### config.mk
export PLATFORM = sky130hd
export DESIGN_NAME = uart_dual_fifo_with_echo
export DESIGN_NICKNAME = d
export VERILOG_FILES = /design/src/design/udfe_pkg.sv /design/src/design/udfe_ram.sv /design/src/design/uart_dual_fifo_with_echo.sv
export SDC_FILE = /design/constraint.sdc
export NUM_CORES = 2
export LEC_CHECK = 0
export BUFFER_PORTS_ARGS = -buffer_cell sky130_fd_sc_hd__buf_2
export CAP_MARGIN = 20
export CELL_PAD_IN_SITES_DETAIL_PLACEMENT = 1
export CELL_PAD_IN_SITES_GLOBAL_PLACEMENT = 1
export CORE_MARGIN = 2
export CORE_UTILIZATION = 50
export DETAILED_ROUTE_END_ITERATION = 10
export PLACE_DENSITY_LB_ADDON = 0.15
export SLEW_MARGIN = 20
export SYNTH_ARGS = -nofsm -noshare
export SYNTH_HDL_FRONTEND = slang
export SYNTH_SLANG_ARGS = --single-unit
### constraint.sdc
create_clock -name clk -period 27.8 [get_ports clk]
set_input_delay 5.56 -clock clk [delete_from_list [all_inputs] [get_ports clk]]
set_output_delay 5.56 -clock clk [all_outputs]
set_load 0.02 [all_outputs]
### src/design/udfe_pkg.sv
`default_nettype none

package udfe_pkg;

    localparam int unsigned BYTE_W = 8;
    localparam int unsigned ACT_W = 3;
    localparam int unsigned LEVEL_W = 9;
    localparam int unsigned TONE_W = 16;
    localparam int unsigned TONE_SHIFT = 8;

    localparam logic [BYTE_W-1:0] BREAK_CODE = 8'h03;

    // action codes
    localparam logic [ACT_W-1:0] ACT_PUSH_TX  = 3'd0;
    localparam logic [ACT_W-1:0] ACT_POP_RX   = 3'd1;
    localparam logic [ACT_W-1:0] ACT_LINE_RX  = 3'd2;
    localparam logic [ACT_W-1:0] ACT_LINE_TX  = 3'd3;
    localparam logic [ACT_W-1:0] ACT_BREAK_RD = 3'd4;

    typedef enum logic
    {
        ST_IDLE,
        ST_EXEC
    } state_t;

endpackage : udfe_pkg

`default_nettype wire

### src/design/udfe_ram.sv
`default_nettype none

module udfe_ram #(
    parameter int unsigned DEPTH = 256,
    parameter int unsigned AW = 8
) (
    input  wire logic                      clk,
    input  wire logic                      we,
    input  wire logic [AW-1:0]             waddr,
    input  wire logic [udfe_pkg::BYTE_W-1:0] wdata,
    input  wire logic                      re,
    input  wire logic [AW-1:0]             raddr,
    output logic      [udfe_pkg::BYTE_W-1:0] rdata
);
    import udfe_pkg::*;

    // byte store, one write and one registered read per cycle
    logic [BYTE_W-1:0] mem [DEPTH];

    always_ff @(posedge clk)
    begin
        if (we)
        begin
            mem[waddr] <= wdata;
        end
    end

    always_ff @(posedge clk)
    begin
        if (re)
        begin
            rdata <= mem[raddr];
        end
    end

endmodule : udfe_ram

`default_nettype wire

### src/design/uart_dual_fifo_with_echo.sv
`default_nettype none

// Two byte ring FIFOs between a host and a serial line, each FIFO_DEPTH bytes deep.
// An item is taken when start is high and busy is low; its result appears on the
// result ports in the next cycle with done high for exactly one cycle, and the
// receiver cannot hold it off. Every item has an accept cycle, which issues the read
// of the FIFO tail entry to the byte memory, and an execute cycle, in which the
// registered read data comes back, the pointers, levels and flags are updated, any
// write to the memories is made and the result is shown. busy is high during the
// execute cycle, so a new item cannot be started until it is over. A received byte
// that finds room in the receive FIFO is stored and echoed into the transmit FIFO;
// if the transmit FIFO is full, the echo is dropped and echo_dropped is raised. A
// received 0x03 that is stored sets a sticky break flag that the break read action
// returns and clears. Levels are reported on nine bits.
module uart_dual_fifo_with_echo #(
    parameter int unsigned FIFO_DEPTH = 256
) (
    input  wire logic                          clk,
    input  wire logic                          rst_n,
    input  wire logic                          start,
    output logic                               busy,
    input  wire logic [udfe_pkg::ACT_W-1:0]    action,
    input  wire logic [udfe_pkg::BYTE_W-1:0]   data_byte,
    output logic                               done,
    output logic                               ok,
    output logic      [udfe_pkg::BYTE_W-1:0]   data_out,
    output logic      [udfe_pkg::LEVEL_W-1:0]  rx_level,
    output logic      [udfe_pkg::LEVEL_W-1:0]  tx_level,
    output logic                               rx_available,
    output logic                               break_seen,
    output logic                               tx_irq_on,
    output logic                               rx_irq_on,
    output logic                               echo_dropped,
    output logic      [udfe_pkg::TONE_W-1:0]   tone_duty
);
    import udfe_pkg::*;

    // pointer and fill widths follow the depth
    localparam int unsigned AW = (FIFO_DEPTH > 1) ? $clog2(FIFO_DEPTH) : 1;
    localparam int unsigned FILL_W = $clog2(FIFO_DEPTH + 1);
    localparam logic [AW-1:0] LAST_PTR = AW'(FIFO_DEPTH - 1);
    localparam logic [FILL_W-1:0] FULL_FILL = FILL_W'(FIFO_DEPTH);

    // sequencer state
    state_t state_reg, state_next;

    // captured item
    logic [ACT_W-1:0]  act_reg;
    logic [BYTE_W-1:0] byte_reg;

    // fifo pointers and fill counts
    logic [AW-1:0]     tx_head_reg, tx_head_next;
    logic [AW-1:0]     tx_tail_reg, tx_tail_next;
    logic [FILL_W-1:0] tx_fill_reg, tx_fill_next;
    logic [AW-1:0]     rx_head_reg, rx_head_next;
    logic [AW-1:0]     rx_tail_reg, rx_tail_next;
    logic [FILL_W-1:0] rx_fill_reg, rx_fill_next;

    // flags and tone value
    logic              break_reg, break_next;
    logic              tx_irq_reg, tx_irq_next;
    logic              rx_irq_reg, rx_irq_next;
    logic [TONE_W-1:0] tone_reg, tone_next;

    // memory ports
    logic              tx_we, rx_we;
    logic              tx_re, rx_re;
    logic [BYTE_W-1:0] tx_rdata, rx_rdata;

    logic accept;
    logic exec;

    assign accept = start && (state_reg == ST_IDLE);
    assign exec = (state_reg == ST_EXEC);
    assign busy = exec;
    assign done = exec;

    // the tail entry is read at accept time so its data is ready in the execute cycle
    assign tx_re = accept && (action == ACT_LINE_TX);
    assign rx_re = accept && (action == ACT_POP_RX);

    udfe_ram #(
        .DEPTH (FIFO_DEPTH),
        .AW    (AW)
    ) u_tx_ram (
        .clk   (clk),
        .we    (tx_we),
        .waddr (tx_head_reg),
        .wdata (byte_reg),
        .re    (tx_re),
        .raddr (tx_tail_reg),
        .rdata (tx_rdata)
    );

    udfe_ram #(
        .DEPTH (FIFO_DEPTH),
        .AW    (AW)
    ) u_rx_ram (
        .clk   (clk),
        .we    (rx_we),
        .waddr (rx_head_reg),
        .wdata (byte_reg),
        .re    (rx_re),
        .raddr (rx_tail_reg),
        .rdata (rx_rdata)
    );

    // state register
    always_ff @(posedge clk or negedge rst_n)
    begin
        if (!rst_n)
        begin
            state_reg <= ST_IDLE;
        end
        else
        begin
            state_reg <= state_next;
        end
    end

    // next state: an accepted item moves to the execute state, which returns to idle
    always_comb
    begin
        state_next = state_reg;
        unique case (state_reg)
            ST_IDLE:
            begin
                if (start)
                begin
                    state_next = ST_EXEC;
                end
            end
            ST_EXEC:
            begin
                state_next = ST_IDLE;
            end
            default:
            begin
                state_next = ST_IDLE;
            end
        endcase
    end

    // item capture, payload only
    always_ff @(posedge clk)
    begin
        if (accept)
        begin
            act_reg  <= action;
            byte_reg <= data_byte;
        end
    end

    // fifo control and flag registers
    always_ff @(posedge clk or negedge rst_n)
    begin
        if (!rst_n)
        begin
            tx_head_reg <= '0;
            tx_tail_reg <= '0;
            tx_fill_reg <= '0;
            rx_head_reg <= '0;
            rx_tail_reg <= '0;
            rx_fill_reg <= '0;
            break_reg   <= 1'b0;
            tx_irq_reg  <= 1'b0;
            rx_irq_reg  <= 1'b1;
            tone_reg    <= '0;
        end
        else
        begin
            tx_head_reg <= tx_head_next;
            tx_tail_reg <= tx_tail_next;
            tx_fill_reg <= tx_fill_next;
            rx_head_reg <= rx_head_next;
            rx_tail_reg <= rx_tail_next;
            rx_fill_reg <= rx_fill_next;
            break_reg   <= break_next;
            tx_irq_reg  <= tx_irq_next;
            rx_irq_reg  <= rx_irq_next;
            tone_reg    <= tone_next;
        end
    end

    // execute cycle: update pointers, levels and flags from the captured item and drive the result
    always_comb
    begin
        tx_head_next = tx_head_reg;
        tx_tail_next = tx_tail_reg;
        tx_fill_next = tx_fill_reg;
        rx_head_next = rx_head_reg;
        rx_tail_next = rx_tail_reg;
        rx_fill_next = rx_fill_reg;
        break_next   = break_reg;
        tx_irq_next  = tx_irq_reg;
        rx_irq_next  = rx_irq_reg;
        tone_next    = tone_reg;
        tx_we        = 1'b0;
        rx_we        = 1'b0;
        ok           = 1'b0;
        data_out     = '0;
        echo_dropped = 1'b0;

        if (exec)
        begin
            case (act_reg)
                ACT_PUSH_TX:
                begin
                    // host push, ignored when the transmit fifo is full
                    if (tx_fill_reg < FULL_FILL)
                    begin
                        tx_we        = 1'b1;
                        tx_head_next = (tx_head_reg == LAST_PTR) ? '0 : tx_head_reg + 1'b1;
                        tx_fill_next = tx_fill_reg + 1'b1;
                        tx_irq_next  = 1'b1;
                        ok           = 1'b1;
                    end
                end
                ACT_POP_RX:
                begin
                    // host pop from the receive fifo
                    if (rx_fill_reg != '0)
                    begin
                        data_out     = rx_rdata;
                        rx_tail_next = (rx_tail_reg == LAST_PTR) ? '0 : rx_tail_reg + 1'b1;
                        rx_fill_next = rx_fill_reg - 1'b1;
                        rx_irq_next  = 1'b1;
                        ok           = 1'b1;
                    end
                end
                ACT_LINE_RX:
                begin
                    // byte from the line: store, echo, break and tone
                    if (rx_fill_reg < FULL_FILL)
                    begin
                        if (byte_reg == BREAK_CODE)
                        begin
                            break_next = 1'b1;
                        end
                        if (tx_fill_reg < FULL_FILL)
                        begin
                            tx_we        = 1'b1;
                            tx_head_next = (tx_head_reg == LAST_PTR) ? '0
                                                                     : tx_head_reg + 1'b1;
                            tx_fill_next = tx_fill_reg + 1'b1;
                            tx_irq_next  = 1'b1;
                        end
                        else
                        begin
                            echo_dropped = 1'b1;
                        end
                        tone_next    = TONE_W'(byte_reg) << TONE_SHIFT;
                        rx_we        = 1'b1;
                        rx_head_next = (rx_head_reg == LAST_PTR) ? '0 : rx_head_reg + 1'b1;
                        rx_fill_next = rx_fill_reg + 1'b1;
                        ok           = 1'b1;
                    end
                    else
                    begin
                        // overrun: byte lost, receive interrupt turned off
                        rx_irq_next = 1'b0;
                    end
                end
                ACT_LINE_TX:
                begin
                    // line takes the next byte to send
                    if (tx_fill_reg != '0)
                    begin
                        data_out     = tx_rdata;
                        tx_tail_next = (tx_tail_reg == LAST_PTR) ? '0 : tx_tail_reg + 1'b1;
                        tx_fill_next = tx_fill_reg - 1'b1;
                        ok           = 1'b1;
                    end
                    else
                    begin
                        tx_irq_next = 1'b0;
                    end
                end
                ACT_BREAK_RD:
                begin
                    break_next = 1'b0;
                end
                default:
                begin
                    // unused codes only report status
                end
            endcase
        end
    end

    // status after the step; the break read returns the flag before clearing
    assign rx_level     = LEVEL_W'(rx_fill_next);
    assign tx_level     = LEVEL_W'(tx_fill_next);
    assign rx_available = (rx_fill_next != '0);
    assign break_seen   = (act_reg == ACT_BREAK_RD) ? break_reg : break_next;
    assign tx_irq_on    = tx_irq_next;
    assign rx_irq_on    = rx_irq_next;
    assign tone_duty    = tone_next;

`ifndef SYNTH
    // fill counts never pass the depth
    a_fill_bound: assert property (@(posedge clk) disable iff (!rst_n)
        (tx_fill_reg <= FULL_FILL) && (rx_fill_reg <= FULL_FILL))
        else $error("fifo fill count above depth");

    // every accepted item gives its result in the next cycle
    a_result_follows: assert property (@(posedge clk) disable iff (!rst_n)
        (start && !busy) |=> done)
        else $error("accepted item without result");

    // busy always falls again in the next cycle
    a_one_exec: assert property (@(posedge clk) disable iff (!rst_n)
        busy |=> !busy)
        else $error("busy held longer than one cycle");

    // an echo is dropped only when the transmit fifo is full
    a_drop_full: assert property (@(posedge clk) disable iff (!rst_n)
        (done && echo_dropped) |-> (tx_fill_reg == FULL_FILL) && ok)
        else $error("echo dropped with room in transmit fifo");
`endif

endmodule : uart_dual_fifo_with_echo

`default_nettype wire

==> results.sh <==
export IMPL_synth_yosys_seq_area_share_pct=76.8
export IMPL_core_um2=325000
export IMPL_critPathTopFamily="compound AO/OA/AOI/OAI gates"
export IMPL_h_tree_depth=5
export IMPL_drive_gt1_share_pct=22.1
export IMPL_fp_row_count=209
export IMPL_path_clk_slew_ns=0.06
export IMPL_synth_nets=7997
export IMPL_ys_types=76
export IMPL_ys_flop_type="edfxtp_1"
export IMPL_ys_top_cells_by_count="edfxtp_1 (4123), mux4_2 (898), nor2_1 (603)"
export IMPL_dieWidth_um=576
export IMPL_ys_ff_latch=4193
export IMPL_status="finished, final reports clean"
export IMPL_postRouteAntennaNets=0
export IMPL_nets=8218
export IMPL_yosys_area_share_xor_xnor_pct=0.134
export IMPL_holdBufCountCts=0
export IMPL_die_area_um2=332000
export IMPL_avgSynthCellArea_um2=20.5
export IMPL_cts_repair_resized=0
export IMPL_clock_fmax_mhz=107
export IMPL_grt_pass1_vias=86300
export IMPL_rsz0062_at_grt="no"
export IMPL_yosysWarnings=0
export IMPL_crit_required_ns=22.24
export IMPL_drt_iter0_drc=13000
export IMPL_post_cts_buffers=0
export IMPL_cp_end_kind="primary output"
export IMPL_yosysMostFrequentCell="edfxtp_1"
export IMPL_start_util_pct=50.4
export IMPL_placed_cell_area_um2=169000
export IMPL_synth_async_reset_ratio_pct=1.67
export IMPL_die_h_um=576
export IMPL_criticalPathCategory="reg -> out"
export IMPL_io_pins=64
export IMPL_power_density_nw_per_um2=90.4
export IMPL_hold_ws_ns=0.477
export IMPL_period_minus_slack_ns=9.38
export IMPL_synth_compound_area_share_pct=3.57
export IMPL_drtPass1Iterations=6
export IMPL_cap_violations=0
export IMPL_finalHoldViolations=0
export IMPL_yosysTopAreaCell="edfxtp_1"
export IMPL_gr_total_overflow=0
export IMPL_critPathMaxFanout=14
export IMPL_cts_tree="built"
export IMPL_syn_inst=7969
export IMPL_antenna_found_initial=30
export IMPL_peakVddDrop_uv=72.6
export IMPL_syn_area_um2=164000
export IMPL_synth_edf_count=4123
export IMPL_grt_util_all_layers_pct=29.2
export IMPL_p_leak_nw=56.1
export IMPL_hold_class="reg -> reg"
export IMPL_via_per_inst=6.69
export IMPL_dr_total_vias=86100
export IMPL_drv_slew=0
export IMPL_drcViolationCount=0
export IMPL_grt_max_degree=201
export IMPL_clk_latency_ns=0.98
export IMPL_tightest_slew_ns=1.28
export IMPL_dp_hpwl_mm=292
export IMPL_slew_limit_headroom_pct=14.7
export IMPL_io_buffers=63
export IMPL_setup_tns_ns=0
export IMPL_drt_wl_total_mm=485
export IMPL_grt_pass1_wl_mm=685
export IMPL_arrival_ns=3.82
export IMPL_routabilityCongestion=0.904
export IMPL_wire_per_inst_um=37.7
export IMPL_fin_crit_sh_pct=33.7
export IMPL_area_growth_pct=11.6
export IMPL_yosys_area_share_simple_pct=3.02
export IMPL_synth_mux_area_share_pct=14.8
export IMPL_finalInstanceArea_um2=182000
export IMPL_cts_root_buf="clkbuf_16"
export IMPL_cts_sink_count=4193
export IMPL_synthTopCellsByArea="edfxtp_1 (76%), mux4_2 (12%), mux2i_1 (2.2%)"
export IMPL_synth_top_family_by_area="multiplexers"
export IMPL_synthAdderAreaFrac_pct=0.107
export IMPL_critPathBufInv=2
export IMPL_cts_buffers=422
export IMPL_cpPeakStageDelay_ns=0.64
export IMPL_clock_path_buffers=4
export IMPL_crit_chain="inv_1 > ha_1 > nor3b_1 > a41oi_4 > a22oi_1 > nor2_1 > a31oi_1 > o21ai_0 > buf_2"
export IMPL_crit_path_start_kind="flip-flop"
export IMPL_setup_violations_final=0
export IMPL_finClkSkew_ns=0.0473
export IMPL_synth_top_area_share_pct=75.7
export IMPL_critical_path_slowest_cell="nor3b_1"
## area by class of cell
class	instances	area, um^2
diodes	9	22.5
inverters	26	98.8
well taps	4325	5410
clock buffers	507	11000
multi-input cells	3259	35500
flip-flops and latches	4193	126000
repair buffers	288	2320
clock inverters	274	2510
fillers	27800	142000
## routing by layer
layer	vias to the layer above	wire length [um]	share of wire (%)	track usage [%]
met4	10	14200	2.9	7.89
met1	46800	202000	42	44.8
met5	-	64	0.013	0
met2	4973	213000	44	42.0
li1	33600	-	-	-
met3	746	55300	11	7.35
## kinds of logic after synthesis
group,count (synthesis)
buffers and inverters,517
multiplexers,1291
AND/OR/NAND/NOR,1122
adder cells (fa/ha/maj),14
flip-flops,4193
XOR/XNOR,25
AO/OA/AOI/OAI,807
## metrics by stage
stage / util, % / setup slack [ns] / power, W / cells
after global placement: 52.0 / 19.50 / 0.0109 / 12100
final: 56.2 / 18.42 / 0.0165 / 12900
after CTS: 56.1 / 18.25 / 0.0165 / 12900
after detailed placement: 52.0 / 19.32 / 0.0110 / 12100
after floorplan: - / 14.94 / 0.00968 / 7969
after global routing: 56.2 / 18.31 / 0.0169 / 12900
## layout by cell type (no fill, tap or decap), types with 13 or more instances in the layout
master,n
buf_4,196
nand2_1,210
mux2i_1,358
xnor2_1,19
clkbuf_16,426
o221ai_1,58
nor2_1,598
nor4_1,17
or3_1,13
mux2_2,35
a221oi_1,82
nor3_1,35
nand4_1,26
nor2b_1,18
o22ai_1,46
ha_1,14
nand2b_1,29
inv_1,21
clkbuf_1,80
mux4_2,898
bufinv_16,41
clkinv_1,105
a211oi_1,51
o31ai_1,17
nand3_1,63
clkinvlp_4,13
o21ai_0,80
edfxtp_1,4123
a22oi_1,166
and2_1,27
buf_12,19
dfrtp_1,57
a31oi_1,23
a21oi_1,117
clkinv_2,92
buf_2,65
o211ai_1,16
a22o_1,42
## power breakdown
part,internal (W),leakage (nW),switching [W]
Clock,0.00319,6.60,0.00245
Combinational,0.00151,11.5,0.00228
Sequential,0.00697,37.9,0.0000891
## worst register-to-register path: stages, from the launching register on
cell,delay (ns)
dfrtp_4,0.73
buf_12,0.55
buf_4,0.70
buf_4,0.65
buf_4,0.64
buf_4,0.60
mux4_2,0.45
mux4_2,0.46
nor2_1,0.15
nor2_1,0.10
a221oi_1,0.73
o32ai_1,0.16
buf_4,0.23
## path summary, 6_finish.rpt
path	from	end	slack, ns	cells after the start
hold reg to reg	break_reg$_DFF_PN0_	break_reg$_DFF_PN0_	0.48	1
max in group asynchronous	rst_n	rx_tail_reg[1]$_DFFE_PN0P_	22.12	2
hold / removal	break_reg$_DFF_PN0_	break_reg$_DFF_PN0_	0.48	1
min in group asynchronous	rst_n	tx_fill_reg[7]$_DFF_PN0_	4.54	1
setup / recovery	tx_fill_reg[0]$_DFF_PN0_	tx_level[2]	18.42	9
setup reg to reg	rx_tail_reg[1]$_DFFE_PN0P_	u_rx_ram.rdata[6]$_DFFE_PP_	21.39	12
(Power assumes the default switching activity.)
